**config.mk**
```make
export PLATFORM = sky130hd
export DESIGN_NAME = gbr_ctrl
export DESIGN_NICKNAME = d
export VERILOG_FILES = /design/src/sv/gbr_pkg.sv /design/src/sv/gbr_ctrl.sv
export SDC_FILE = /design/constraint.sdc
export NUM_CORES = 1
export LEC_CHECK = 0
export ABC_AREA = 1
export BUFFER_PORTS_ARGS = -buffer_cell sky130_fd_sc_hd__buf_2
export CAP_MARGIN = 15
export CORE_AREA = 2 2 39 41
export CTS_BUF_LIST = sky130_fd_sc_hd__clkbuf_2
export CTS_CLUSTER_DIAMETER = 60
export DETAILED_ROUTE_END_ITERATION = 6
export DIE_AREA = 0 0 41 43
export PLACE_DENSITY = 0.48
export SETUP_SLACK_MARGIN = 0.2
export SYNTH_ARGS = -nofsm -noshare
export SYNTH_HDL_FRONTEND = slang
export SYNTH_SLANG_ARGS = --single-unit
export TNS_END_PERCENT = 10
```
**constraint.sdc**
```tcl
create_clock -name clk -period 0.9 [get_ports clk]
set_input_delay 0.135 -clock clk [delete_from_list [all_inputs] [get_ports clk]]
set_output_delay 0.135 -clock clk [all_outputs]
set_load 0.005 [all_outputs]
```
**src/sv/gbr_pkg.sv**
```systemverilog
`default_nettype none
package gbr_pkg;

    // frame limits and derived widths
    localparam int MAX_WIDTH  = 1024;
    localparam int MAX_HEIGHT = 1024;
    localparam int COORD_W    = 10;
    localparam int SIZE_W     = 11;
    localparam int SLOT_W     = 3;
    localparam int ADDR_W     = SLOT_W + COORD_W;
    localparam int ROWS       = 5;
    localparam int DEPTH      = ROWS * MAX_WIDTH;
    localparam int ACC_W      = 16;

    // register indexes
    localparam logic [1:0] REG_WIDTH  = 2'd0;
    localparam logic [1:0] REG_HEIGHT = 2'd1;

    localparam logic [SIZE_W-1:0] WIDTH_RESET  = 11'd640;
    localparam logic [SIZE_W-1:0] HEIGHT_RESET = 11'd480;

    // controller to datapath
    typedef struct packed {
        logic store;
        logic start;
        logic tap;
        logic next;
    } cmd_t;

    // datapath to controller
    typedef struct packed {
        logic any;
        logic tap_last;
        logic out_last;
    } status_t;

    // one row of the binomial kernel
    function automatic logic [2:0] binom(input logic [2:0] k);
        logic [2:0] v;
        case (k)
            3'd0:    v = 3'd1;
            3'd1:    v = 3'd4;
            3'd2:    v = 3'd6;
            3'd3:    v = 3'd4;
            3'd4:    v = 3'd1;
            default: v = 3'd0;
        endcase
        return v;
    endfunction

    // clamp a configured size into 1..limit
    function automatic logic [SIZE_W-1:0] eff_size(input logic [SIZE_W-1:0] v,
                                                   input logic [SIZE_W-1:0] limit);
        logic [SIZE_W-1:0] r;
        if (v == '0)
            r = SIZE_W'(1);
        else if (v > limit)
            r = limit;
        else
            r = v;
        return r;
    endfunction

endpackage
`default_nettype wire

```
**src/sv/gbr_ctrl.sv**
```systemverilog
`default_nettype none
module gbr_ctrl
    import gbr_pkg::*;
(
    input  wire logic    clk,
    input  wire logic    rst_n,
    input  wire logic    in_valid,
    output logic         in_ready,
    output logic         out_valid,
    input  wire logic    out_ready,
    input  wire status_t status,
    output cmd_t         cmd
);

    localparam logic [2:0] S_IDLE  = 3'd0;
    localparam logic [2:0] S_CHECK = 3'd1;
    localparam logic [2:0] S_TAPS  = 3'd2;
    localparam logic [2:0] S_DRAIN = 3'd3;
    localparam logic [2:0] S_EMIT  = 3'd4;

    logic [2:0] state_reg, state_next;

    // next state and commands
    always_comb
    begin
        state_next = state_reg;
        cmd        = '0;
        in_ready   = 1'b0;
        out_valid  = 1'b0;
        unique case (state_reg)
            S_IDLE:
            begin
                in_ready = 1'b1;
                if (in_valid)
                begin
                    cmd.store  = 1'b1;
                    state_next = S_CHECK;
                end
            end
            S_CHECK:
            begin
                if (status.any)
                begin
                    cmd.start  = 1'b1;
                    state_next = S_TAPS;
                end
                else
                begin
                    state_next = S_IDLE;
                end
            end
            S_TAPS:
            begin
                cmd.tap = 1'b1;
                if (status.tap_last)
                    state_next = S_DRAIN;
            end
            S_DRAIN:
            begin
                state_next = S_EMIT;
            end
            S_EMIT:
            begin
                out_valid = 1'b1;
                if (out_ready)
                begin
                    if (status.out_last)
                    begin
                        state_next = S_IDLE;
                    end
                    else
                    begin
                        cmd.next   = 1'b1;
                        state_next = S_TAPS;
                    end
                end
            end
            default:
            begin
                state_next = S_IDLE;
            end
        endcase
    end

    always_ff @(posedge clk or negedge rst_n)
    begin
        if (!rst_n)
            state_reg <= S_IDLE;
        else
            state_reg <= state_next;
    end

    // accepted word is always followed by the window check
    a_accept_check: assert property (@(posedge clk) disable iff (!rst_n)
        (in_valid && in_ready) |=> (state_reg == S_CHECK))
        else $error("accepted word not followed by check");

    // the 25th tap drains before the word is shown
    a_taps_drain: assert property (@(posedge clk) disable iff (!rst_n)
        (state_reg == S_TAPS && status.tap_last) |=> (state_reg == S_DRAIN))
        else $error("tap sweep did not end in drain");

    // final result of a word returns to idle
    a_last_idle: assert property (@(posedge clk) disable iff (!rst_n)
        (out_valid && out_ready && status.out_last) |=> (state_reg == S_IDLE))
        else $error("final result did not return to idle");

    // no input taken while a result is pending
    a_no_overlap: assert property (@(posedge clk) disable iff (!rst_n)
        out_valid |-> !in_ready)
        else $error("input accepted while result pending");

endmodule
`default_nettype wire

```
==> impl.org, run 1 <==
** Die
- The core region is 1380 µm².
- Initial Util :: 0.164
- Full die area :: 1760 µm²
- The floorplan step set the die width to 41 µm.
- The initialized floorplan defines 14 standard-cell rows.
- Die Y-Extent :: 43 µm
- For this design the top-level I/O count stands at 13.

** Flow run
- Max cap viols :: 0

** Global route
- For this run, the total global-route usage over all layers was measured as 0.0833.
- Via count of the first global-routing pass :: 261
- The first global-routing pass estimated 972 µm of wire.
- Maximum number of pins on one net before global-route repair :: 7
- Global route total overflow :: 0
- Number of antenna violations at the first check in global routing :: 0

** Place
- At the end of routability-driven placement, the weighted congestion stood at 0.722.
- Placed standard-cell area :: 344 µm²
- Summed over all nets, the half-perimeter wirelength after detailed placement is 450 µm.
- Worst setup slack after placement :: -196 ps
- During placement, the flow inserted port buffers numbering 12.

** Timing
- Final critical-path required period :: 1220 ps
- Number of hold violations in the final report :: 0
- Number of slew-limit violations in the final report :: 0
- Total Negative Setup Slacks :: -2060 ps
- Maximum operating frequency :: 0.819 GHz
- Final-layout worst hold slack :: 171 ps
- Headroom to the max-slew limit :: 0.857
- Across the routed clock network, the largest skew measured is 0.208 ps.
- Final setup margin :: -322 ps
- Unrepaired setup endpoints after global routing :: true
- Dividing the final minimum period by the clock period gives 1.36.
- Worst-margin pin slew :: 212 ps
- Setup violations remaining at the end of the flow were counted as 8.

** Status
- The final reports fail on negative setup slack.
- The run finished, with violations left.

** Logic synthesis
- Post-Syn Area :: 226 µm²
- The number of different library cells used by synthesis comes to 14.
- During synthesis, Yosys emitted a total of 0 warnings.
- Sequential-to-total area share from yosys stat :: 0.331
- In this run the mean area of a mapped cell was 7.31 µm².
- Counting flops and latches in the post-synthesis netlist gives 3.
- In the synthesized netlist, the number of instances is 31.
- When the netlist entered floorplanning its net count stood at 38.

** Detailed routing
- Once detail routing completed, the nets flagged for antenna violations numbered 0.
- Number of vias in the routed layout :: 277
- After detailed routing, the number of remaining DRC violations is 0.
- For this run, the detailed router's first-pass iteration total came to 1.
- After detailed routing, the average wire length per cell comes to 7.70 µm.
- Initial DRC count :: 0
- After detailed routing, the total wire length is 547 µm.
- Via count normalized by instance count :: 3.90

** Power
- Of the total power, the clock network draws 0.154.
- Across the VDD grid, the largest voltage drop is 1.40 mV.
- Leakage power summed over all cells :: 0.240 nW
- Summed over all nets, the switching power comes to 0.476 mW.
- Cell internal pwr :: 0.699 mW
- Of the total power, the share spent switching nets is 0.405.
- Dividing total power by cell area gives a power density of 2870 nW/µm².
- Sequential group share of total power :: 0.275
- Combinational Power Share :: 0.572

** Clock network
- CTS built an H-tree with a depth of 1.
- The clock reaches the later pin of the worst-skew pair after 190 ps.
- Master cell of the clock root buffer :: sky130_fd_sc_hd__clkbuf_2
- Clock Pin Slew Worst Setup and Hold Paths :: 40 ps
- TritonCTS built the clock tree.
- The clock passes through at most 2 buffers.
- The clock net in this run drives a total of 3 sinks.
- Num CTS Buffers :: 3

** Layout
- Highest-count cells in the layout ignoring fill and taps :: sky130_fd_sc_hd__buf_2 (12), sky130_fd_sc_hd__inv_1 (7), sky130_fd_sc_hd__buf_4 (6)
- Final Cell Area :: 409 µm²
- Final design utilization :: 0.296
- Antenna diode count :: 0
- At the end of the flow, the number of nets in the layout was 63.
- Layout cells sized above 1 :: 0.636
- The register with the most flip-flops in the layout has 3 of them.
- Most frequent standard cell in the layout excluding fill and tap cells :: sky130_fd_sc_hd__buf_2
- Area grow syn2layout :: 80.7%

** Worst setup path
- Data on the critical path is required at its endpoint by 760 ps.
- Signal arrival time at the worst endpoint :: 1090 ps
- The worst setup path is launched from a flop.
- List of cells traversed by the critical path :: nor2_4 -> nand3b_1 -> nor2_1 -> buf_2
- The largest single stage delay on the critical path is 440 ps.
- STA classifies the critical path endpoint as a primary output.
- Along the worst path, the maximum fanout reaches 5.
- Slack of the worst reg-to-reg path :: -190 ps
- Cell with the largest stage delay on the worst path :: sky130_fd_sc_hd__dfrtp_2
- The worst setup path is of the flop to primary output kind.

** Hold path
- The worst hold path belongs to the class input port to flop.
[cell families (layout without fill, tap and decap cells)]
| logic type | after synthesis | after routing | synth area share |
|---|---|---|---|
| AOI/OAI and AO/OA | 1 | 1 | 0.0221 |
| and+or+nand+nor | 20 | 20 | 0.530 |
| buffers and inverters | 7 | 31 | 0.116 |
| DFF | 3 | 3 | 0.331 |
[through the flow]
| stage | instances | total power [mW] |
|---|---|---|
| 2_1_floorplan | 31 | 0.609 |
| 3_3_place_gp | 64 | 0.894 |
| 3_5_place_dp | 64 | 0.897 |
| 4_1_cts | 69 | 1.16 |
| 5_1_grt | 71 | 1.31 |
| 6_report | 71 | 1.17 |
[synthesized netlist by cell type]
library cell               n  area, µm²
sky130_fd_sc_hd__nand3_1   4       20.0
sky130_fd_sc_hd__inv_1     7       26.3
sky130_fd_sc_hd__nor2_4    1       11.3
sky130_fd_sc_hd__nor4_1    1       6.26
sky130_fd_sc_hd__nand3_2   1       10.0
sky130_fd_sc_hd__nand2_2   2       12.5
sky130_fd_sc_hd__nor3_1    1       5.00
sky130_fd_sc_hd__o21ai_0   1       5.00
sky130_fd_sc_hd__dfrtp_1   3       75.1
sky130_fd_sc_hd__nor2_2    2       12.5
sky130_fd_sc_hd__nor2_1    3       11.3
sky130_fd_sc_hd__nand2_1   3       11.3
sky130_fd_sc_hd__nand3b_1  1       7.51
sky130_fd_sc_hd__nor3b_2   1       12.5
[cell type report]
class | instances | area (µm²)
Inverter | 7 | 26.3
Multi-Input combinational cell | 21 | 138
Timing Repair Buffer | 20 | 126
Sequential cell | 3 | 78.8
Tap cell | 16 | 20.0
Fill cell | 159 | 975
Clock buffer | 4 | 20.0
[worst max-delay path: cells and delay by family, from the launching register on]
family	cells	cell delay [ps]
buf+inv	1	110
flops	1	440
simple gates	3	350
[repair_timing]
item	in CTS	in global routing
pin swaps	0	3
endpoints found under the hold margin	3	0
setup endpoints to repair	9	9
buffers inserted	0	2
hold buffers	1	0
resized for setup	6	2
[power groups by stage]
stage	sequential [mW]	combinational, mW	clock [mW]
floorplan	0.281	0.328	0
global placement	0.295	0.600	0
detailed placement	0.292	0.604	0
CTS	0.315	0.647	0.194
global route	0.330	0.764	0.211
finish	0.323	0.672	0.180
[per-layer routing]
metal	track usage	share of wire	vias up	wire, µm
li1	-	-	148	-
met1	0.103	0.48	125	260
met2	0.113	0.49	4	270
met3	0.0471	0.029	0	16
met4	0.0400	0	0	0
met5	0	0	-	0
[path summary, 6_finish.rpt]
path	startpoint	to	cells after the start
worst max-delay path	state_reg[1]	cmd[0]	4
worst min-delay path	out_ready	state_reg[2]	2
worst max register to register	state_reg[1]	state_reg[1]	7
worst min register to register	state_reg[0]	state_reg[2]	2
max in group asynchronous	rst_n	state_reg[2]	2
min in group asynchronous	rst_n	state_reg[0]	2
Power figures use the tool's default switching activity.
==> inputs of run 2 (changes only) <==
--- a/config.mk
+++ b/config.mk
@@ -7,13 +7,12 @@
 export LEC_CHECK = 0
 export ABC_AREA = 1
 export BUFFER_PORTS_ARGS = -buffer_cell sky130_fd_sc_hd__buf_2
-export CAP_MARGIN = 15
 export CORE_AREA = 2 2 39 41
 export CTS_BUF_LIST = sky130_fd_sc_hd__clkbuf_2
 export CTS_CLUSTER_DIAMETER = 60
 export DETAILED_ROUTE_END_ITERATION = 6
 export DIE_AREA = 0 0 41 43
-export PLACE_DENSITY = 0.48
+export PLACE_DENSITY = 0.47
 export SETUP_SLACK_MARGIN = 0.2
 export SYNTH_ARGS = -nofsm -noshare
 export SYNTH_HDL_FRONTEND = slang
==> constraint.sdc (replaced) <==
create_clock -name clk -period 1.2 [get_ports clk]
set_input_delay 0.18 -clock clk [delete_from_list [all_inputs] [get_ports clk]]
set_output_delay 0.18 -clock clk [all_outputs]
set_load 0.005 [all_outputs]
==> impl.org, run 2 (synthesized netlist as in run 1, its figures left out) <==
** Status
- The flow ran to the end, but the final reports show violations.
- The checks that failed: negative setup slack.

** Timing
- The final setup slack of the worst path was -119 ps (+203 ps).
- Total Negative Setup Slacks :: -330 ps (+1730 ps)
- Setup repair after global routing could not meet its margin everywhere.
- Final critical-path share of the clock period :: 1.10
- Number of slew-limit violations in the final report :: 0 (unchanged)
- Fin Clk Skew :: 7.59 ps (+7.38 ps)
- Worst-margin pin slew :: 217 ps (+4.26 ps)
- The worst slew margin relative to its limit was 0.854 (-0.00287).
- Maximum operating frequency :: 0.758 GHz
- Total setup violations reported at the end of the flow :: 5 (-3)
- The hold violation count in the final report was 0 (unchanged).
- Subtracting the final worst setup slack from the clock period gives 1320 ps.

** Clock network
- Bufs on Longest Clock Path :: 2 (unchanged)
- Sink Count :: 3 (unchanged)
- The clock network latency to the later pin of the worst-skew pair is 220 ps (+30 ps).
- Clock Pin Slew Worst Setup and Hold Paths :: 60 ps (+20 ps)
- TritonCTS built the clock tree.
- The total CTS buffers is 3 (unchanged).
- The tree is rooted in a sky130_fd_sc_hd__clkbuf_2.
- CTS H-Tree Depth :: 1 (unchanged)

** Global route
- Global router's overall resource usage :: 0.0894 (+0.00611)
- The residual overflow from global routing is 0 (unchanged).
- The global-route met3 utilization came to 0.0314 (-0.0157).
- Maximum number of pins on one net before global-route repair :: 8 (+1)
- The met2 usage came to 0.116 (+0.00313).
- Number of antenna violations at the first check in global routing :: 0 (unchanged)
- Via count of the first global-routing pass :: 239 (-8.4%)
- Most crowded layer after global routing :: met4
- M1 GR Usage :: 0.0903 (-0.0126)
- The wire length of the first global-routing pass was 945 µm (-2.8%).

** Die
- Die Wd :: 41 µm (unchanged)
- The standard cell core area is 1380 µm² (unchanged).
- Die Y-Extent :: 43 µm (unchanged)
- Boundary Pins :: 13 (unchanged)
- Number of core rows :: 14 (unchanged)
- Initial Util :: 0.164 (unchanged)
- The full die area was 1760 µm² (unchanged).

** Layout
- The antenna cell count is 0 (unchanged).
- Max reg flops :: 3 (unchanged)
- Multi-input combinational cell area :: 133 µm² (-3.6%)
- Final instance count without filler cells :: 68 (-4.2%)
- Most frequent standard cell in the layout excluding fill and tap cells :: sky130_fd_sc_hd__buf_2
- Highest-count cells in the layout ignoring fill and taps :: sky130_fd_sc_hd__buf_2 (12), sky130_fd_sc_hd__inv_1 (6), sky130_fd_sc_hd__nand3_1 (4), sky130_fd_sc_hd__clkbuf_2 (4), sky130_fd_sc_hd__buf_4 (4)
- The total area of sequential cells is 78.8 µm² (unchanged).
- Area grow syn2layout :: 66.9%
- Final design utilization :: 0.273 (-0.0226)
- Number of nets at the end of the flow :: 60 (-4.8%)
- Layout cells sized above 1 :: 0.615 (-0.0210)
- # fillers :: 170 (+6.9%)
- Final Cell Area :: 378 µm² (-7.6%)

** Worst setup path
- The depth of the worst register-to-register path is 7 (unchanged).
- The data arrival time at the worst-slack endpoint was 1140 ps (+50 ps).
- The worst register-to-register path ends at state_reg[1].
- The critical path is of the flop to primary output type.
- The worst setup path is launched from a flop.
- The worst register-to-register path begins at state_reg[0].
- Largest fanout on the critical path :: 6 (+1)
- Worst EP required :: 1020 ps (+260 ps)
- Setup crit end kind :: primary output
- The register-to-register path setup slack is 80 ps (+270 ps).

** Power
- Leakage power summed over all cells :: 0.220 nW (-8.0%)
- Highest ir drop seen on vdd :: 0.735 mV (-47%)
- The ratio of total power to cell area came to 2260 nW/µm² (-21%).

** Flow run
- Max cap viols :: 0 (unchanged)

** Hold path
- Hold Crit Depth :: 2 (unchanged)
- Critical hold path startpoint :: out_ready
- For hold timing, the worst endpoint is state_reg[2].
- The path class of the tightest hold or removal check is input port to flop.

** Detailed routing
- Number of vias in the routed layout :: 272 (-1.8%)
- The number of remaining DRC errors was 0 (unchanged).
- Total wire length after detailed routing :: 644 µm (+18%)
- Antenna-violating nets left :: 0 (unchanged)
- The detail-routed via count per cell was 4.00 (+2.5%).
- Initial DRC count :: 0 (unchanged)
- Avg WL per Cell :: 9.47 µm (+23%)
- Pre-Repair DR Iteration Count :: 1 (unchanged)

** Place
- The post-placement worst setup slack is 83.8 ps (+279 ps).
- The area of placed instances was 307 µm² (-11%).
- IO Port Bufs :: 12 (unchanged)
- Routability congestion estimate from global placement :: 0.745 (+3.2%)
- The placed instance count came to 59 (-7.8%).
- The post-DP HPWL came to 433 µm (-3.8%).
## run 2: routing by layer
metal | up-vias | part of all wire
met5 | - | 0
met4 | 0 | 0.036
met3 | 3 | 0.043
li1 | 139 | -
met2 | 7 | 0.52
met1 | 123 | 0.40
## run 2: cell type report
| class | count | area share |
|---|---|---|
| clock buffers | 4 | 0.0530 |
| inverters | 7 | 0.0695 |
| multi-input cells | 21 | 0.351 |
| flip-flops and latches | 3 | 0.209 |
| well taps | 16 | 0.0530 |
| repair buffers | 17 | 0.265 |
## run 2: worst max-delay path by stage
stage	from	end	slack (ps)	depth (start not counted)
after detailed placement	state_reg[1]	cmd[0]	80	4
after global placement	state_reg[1]	cmd[0]	100	4
after floorplan	state_reg[1]	state_reg[1]	210	6
final	state_reg[0]	cmd[0]	-120	4
after global routing	state_reg[0]	cmd[0]	-210	4
after CTS	state_reg[1]	cmd[0]	-120	4
## run 2: per-stage QoR
step	power, mW	hold slack, ps
floorplan	0.457	-116
global placement	0.588	-21.7
detailed placement	0.587	-18.7
CTS	0.807	200
global route	0.934	201
finish	0.852	202
## run 2: worst max-delay path, stage by stage (launching register included)
cell and delay (ps):
sky130_fd_sc_hd__dfrtp_2 460, sky130_fd_sc_hd__nor2_4 150, sky130_fd_sc_hd__nand3b_1 100, sky130_fd_sc_hd__nor2_1 90
sky130_fd_sc_hd__buf_2 110
## run 2: report_power, final
| group | switching [mW] | internal (mW) |
|---|---|---|
| Combinational | 0.208 | 0.238 |
| Sequential | 0.0971 | 0.155 |
| Clock | 0.0671 | 0.0881 |
## run 2: timing repair
action | 4_1_cts | 5_1_grt
buffers inserted | 1 | 3
gates resized for setup | 6 | 0
hold buffers | 1 | 0
cloned | 0 | 0
pin swaps | 1 | 2
endpoints found under the hold margin | 3 | 0
endpoints found under the setup margin | 8 | 8
==> inputs of run 3 (changes only) <==
--- a/config.mk
+++ b/config.mk
@@ -5,14 +5,13 @@
 export SDC_FILE = /design/constraint.sdc
 export NUM_CORES = 1
 export LEC_CHECK = 0
-export ABC_AREA = 1
 export BUFFER_PORTS_ARGS = -buffer_cell sky130_fd_sc_hd__buf_2
 export CORE_AREA = 2 2 39 41
 export CTS_BUF_LIST = sky130_fd_sc_hd__clkbuf_2
 export CTS_CLUSTER_DIAMETER = 60
 export DETAILED_ROUTE_END_ITERATION = 6
 export DIE_AREA = 0 0 41 43
-export PLACE_DENSITY = 0.47
+export PLACE_DENSITY = 0.43
 export SETUP_SLACK_MARGIN = 0.2
 export SYNTH_ARGS = -nofsm -noshare
 export SYNTH_HDL_FRONTEND = slang
==> impl.org, run 3 <==
** Place
- Total instance count after detailed placement :: 46 (-22%)
- IO Port Bufs :: 12 (unchanged)
- The placer's final routability congestion estimate came to 0.659 (-12%).
- The post-DP HPWL was 345 µm (-20%).

** Worst setup path
- Setup crit end kind :: primary output
- The signal on the critical path passes through nor3_1 -> and2_1 -> buf_2.
- Crit Path Category :: flop to primary output
- Beginning of the worst register-to-register path :: state_reg[2]
- Signal arrival time at the worst endpoint :: 1130 ps (about the same)
- The slowest stage of the critical path belongs to the cell sky130_fd_sc_hd__dfrtp_2.
- Buffers & Inverters on Critical Path :: 1 (unchanged)
- Worst EP required :: 1020 ps (about the same)
- STA classifies the critical path startpoint as a flop.
- Worst setup path startpoint :: state_reg[1]
- Kind of cell adding the most delay to the critical path :: flip-flops
- Delay of the slowest cell on the worst path :: 460 ps (about the same)
- Slack of the worst reg-to-reg path :: 70 ps (about the same)
- Largest fanout on the critical path :: 6 (unchanged)

** Clock network
- Clock tree from TritonCTS :: built
- The clock transition at the registers of the reported paths came to 40 ps (-20 ps).
- The total CTS buffers came to 3 (unchanged).
- The number of sinks driven by the clock tree was 3 (unchanged).
- Clock tree synthesis selected as its root buffer the cell sky130_fd_sc_hd__clkbuf_2.
- The maximum level of the CTS H-tree was 1 (unchanged).
- The clock tree buffer depth came to 2 (unchanged).
- Skew-Pair Late Insertion Delay :: 200 ps (-20 ps)

** Timing
- The hold violation count in the final report was 0 (unchanged).
- The final setup violation count came to 5 (unchanged).
- The post-route clock skew was 0.832 ps (-6.76 ps).
- The fmax came to 0.761 GHz (+0.41%).
- The final hold slack came to 251 ps (+48.6 ps).
- The worst slew margin relative to its limit is 0.856 (+0.00224).
- Final setup margin :: -113 ps (+5.40 ps)
- The worst-margin pin slew was 215 ps (-1.68 ps).
- The post-route fraction of the period consumed by the critical path came to 1.09 (-0.00450).
- Final critical-path required period :: 1310 ps (-5.40 ps)
- Total Negative Setup Slacks :: -318 ps (+12.2 ps)
- The max-slew violation total from the final report is 0 (unchanged).
- Setup repair after global routing could not meet its margin everywhere.

** Power
- The clock share of power came to 0.194 (+0.012).
- The net switching power came to 0.256 mW (-31%).
- The switching share of total power is 0.363 (-0.0735).
- The sequential share of power came to 0.361 (+0.066).
- The part of the total power dissipated in combinational logic came to 0.445 (-0.078).
- The leakage power summed over all cells is 0.171 nW (-22%).
- Cell internal pwr :: 0.450 mW (-6.4%)
- The ratio of total power to cell area came to 2130 nW/µm² (-5.6%).
- Highest ir drop seen on vdd :: 0.496 mV (-32%)

** Hold path
- Critical hold path startpoint :: out_ready
- The min-delay analysis places its worst path in the category input port to flop.

** Die
- The vertical extent of the die came to 43 µm (unchanged).
- The standard cell core area came to 1380 µm² (unchanged).
- Die Wd :: 41 µm (unchanged)
- The row count was 14 (unchanged).
- The full die area is 1760 µm² (unchanged).
- The initial standard-cell utilization of the core was 0.130 (-0.0335).
- Boundary Pins :: 13 (unchanged)

** Logic synthesis
- Warnings from Yosys :: 0 (unchanged)
- The number of flops mapped to enable cells by yosys was 0 (unchanged).
- In the post-synthesis netlist, the biggest area contributors are sky130_fd_sc_hd__dfrtp_1 (42%), sky130_fd_sc_hd__nor3b_2 (14%), sky130_fd_sc_hd__nor4bb_2 (9.0%), sky130_fd_sc_hd__and2_1 (6.9%), sky130_fd_sc_hd__mux2i_1 (5.6%).
- Most used flip-flop cell after synthesis :: sky130_fd_sc_hd__dfrtp_1
- Net Count, Synth :: 23 (-39%)
- The fraction of synthesis flops using an asynchronous set or reset pin is 1.00 (unchanged).
- Sequential-to-total area share from yosys stat :: 0.417 (+0.0852)
- Synth cell types :: 11 (-3)
- Cell count after synthesis :: 16 (-48%)
- The top cell type's share of synthesized area was 0.417 (+0.0852).
- The netlist area before placement came to 180 µm² (-20%).
- Summed over all instances, the cell type with the most area after synthesis is sky130_fd_sc_hd__dfrtp_1.
- Flops & latches, synth :: 3 (unchanged)
- The mean cell area of the mapped netlist came to 11.3 µm² (+54%).
- Most frequently used cell type in the post-synthesis netlist :: sky130_fd_sc_hd__dfrtp_1
- Ranking of synthesized cells by instance count :: sky130_fd_sc_hd__dfrtp_1 (3), sky130_fd_sc_hd__and2_1 (2), sky130_fd_sc_hd__nor3_1 (2), sky130_fd_sc_hd__nor3b_2 (2)

** Global route
- The maximum number of pins on one net before global-route repair was 7 (-1).
- The wire length of the first global-routing pass is 793 µm (-16%).
- The number of antenna violations at the first check in global routing is 0 (unchanged).
- Global route total overflow :: 0 (unchanged)
- Global router's overall resource usage :: 0.0733 (-0.0162)
- The number of global-route vias before repair came to 206 (-14%).

** Detailed routing
- Pre-Repair DR Iteration Count :: 3 (+2)
- The number of DRC violations after detailed-routing iteration 0 came to 1 (+1).
- The total detailed-routing wirelength was 482 µm (-25%).
- The count of nets left with antenna violations after detail routing came to 0 (unchanged).
- Total DRC errors in the routed layout :: 0 (unchanged)
- The average wire per standard cell is 9.27 µm (-2.1%).
- Number of vias in the routed layout :: 193 (-29%)
- The detail-routed via count per cell is 3.71 (-7.2%).

** Status
- Status :: finished, violations left
- Violations in the final reports :: negative setup slack

** Layout
- The share of final-layout standard cells stronger than drive strength 1 came to 0.694 (+0.0791).
- Area grow syn2layout :: 84.0%
- The total area of sequential cells was 78.8 µm² (unchanged).
- Number of nets at the end of the flow :: 44 (-27%)
- Max reg flops :: 3 (unchanged)
- Final instance count without filler cells :: 52 (-24%)
- Most frequent standard cell in the layout excluding fill and tap cells :: sky130_fd_sc_hd__buf_2
- The antenna cell count is 0 (unchanged).
- The library cells used most frequently in the layout, excluding fill and tap cells, are sky130_fd_sc_hd__buf_2 (12), sky130_fd_sc_hd__clkbuf_2 (4), sky130_fd_sc_hd__buf_4 (3), sky130_fd_sc_hd__dfrtp_2 (3).
- The number of filler instances in the final layout came to 155 (-8.8%).
- Final design utilization :: 0.240 (-0.0335)
- The combined area of the multi-input logic cells was 116 µm² (-12%).

** Flow run
- The max-cap violation count was 0 (unchanged).
## run 3: changes by cell type in the layout (fill, tap and decap cells not counted), moves of 2 or more
cell and change:
sky130_fd_sc_hd__nand2_2 -2, sky130_fd_sc_hd__inv_1 -5, sky130_fd_sc_hd__nor2_2 -2, sky130_fd_sc_hd__nor2_1 -2, sky130_fd_sc_hd__nand3_1 -4, sky130_fd_sc_hd__nand2_1 -2, sky130_fd_sc_hd__nor2_4 -2, sky130_fd_sc_hd__and2_1 +2
## run 3: worst register-to-register path: stages, from the launching register on
cell	delay, ps
sky130_fd_sc_hd__dfrtp_2	450
sky130_fd_sc_hd__nor3b_4	180
sky130_fd_sc_hd__buf_4	130
sky130_fd_sc_hd__a211o_1	250
## run 3: final timing paths
path / to / depth (start not counted)
max: cmd[3] / 3
min: state_reg[2] / 3
max reg2reg: state_reg[1] / 3
min reg2reg: state_reg[0] / 1
max in group asynchronous: state_reg[0] / 2
min in group asynchronous: state_reg[2] / 2
## run 3: per-layer routing
metal	wire length, µm	up-vias	GRT usage
met3	59	0	0.0314
met2	186	13	0.0750
li1	-	98	-
met5	0	-	0
met4	0	0	0.0800
met1	236	82	0.0997
## run 3: logic make-up after synthesis
| kind of cell | count (synthesis) | synth area share |
|---|---|---|
| AND/OR/NAND/NOR | 9 | 0.410 |
| flip-flops | 3 | 0.417 |
| AO/OA/AOI/OAI | 2 | 0.0972 |
| multiplexers | 1 | 0.0556 |
| buffers and inverters | 1 | 0.0208 |
## run 3: what timing repair did
item,4_1_cts,5_1_grt
endpoints found under the hold margin,3,0
setup buffers,1,0
pin swaps,2,3
gates resized for setup,3,2
cloned,0,0
setup endpoints to repair,8,9
hold buffers,1,0
## run 3: power by group through the flow
stage / logic (mW) / registers, mW / clock network [mW]
2_1_floorplan: 0.140 / 0.209 / 0
3_3_place_gp: 0.272 / 0.230 / 0
3_5_place_dp: 0.271 / 0.226 / 0
4_1_cts: 0.309 / 0.236 / 0.147
5_1_grt: 0.353 / 0.269 / 0.164
6_report: 0.314 / 0.255 / 0.137
## run 3: per-stage QoR
step / cell area [µm²] / setup slack [ps] / power, mW
2_1_floorplan: 180 / 156 / 0.349
3_3_place_gp: 275 / 48.9 / 0.501
3_5_place_dp: 275 / 64.8 / 0.496
4_1_cts: 324 / -130 / 0.693
5_1_grt: 332 / -212 / 0.786
6_report: 332 / -113 / 0.706
## run 3: cell type report
type | count | area share
multi-input combinational | 12 | 0.351
timing repair buffer | 16 | 0.279
sequential | 3 | 0.238
clock buffer | 4 | 0.0604
tap | 16 | 0.0604
inverter | 1 | 0.0113
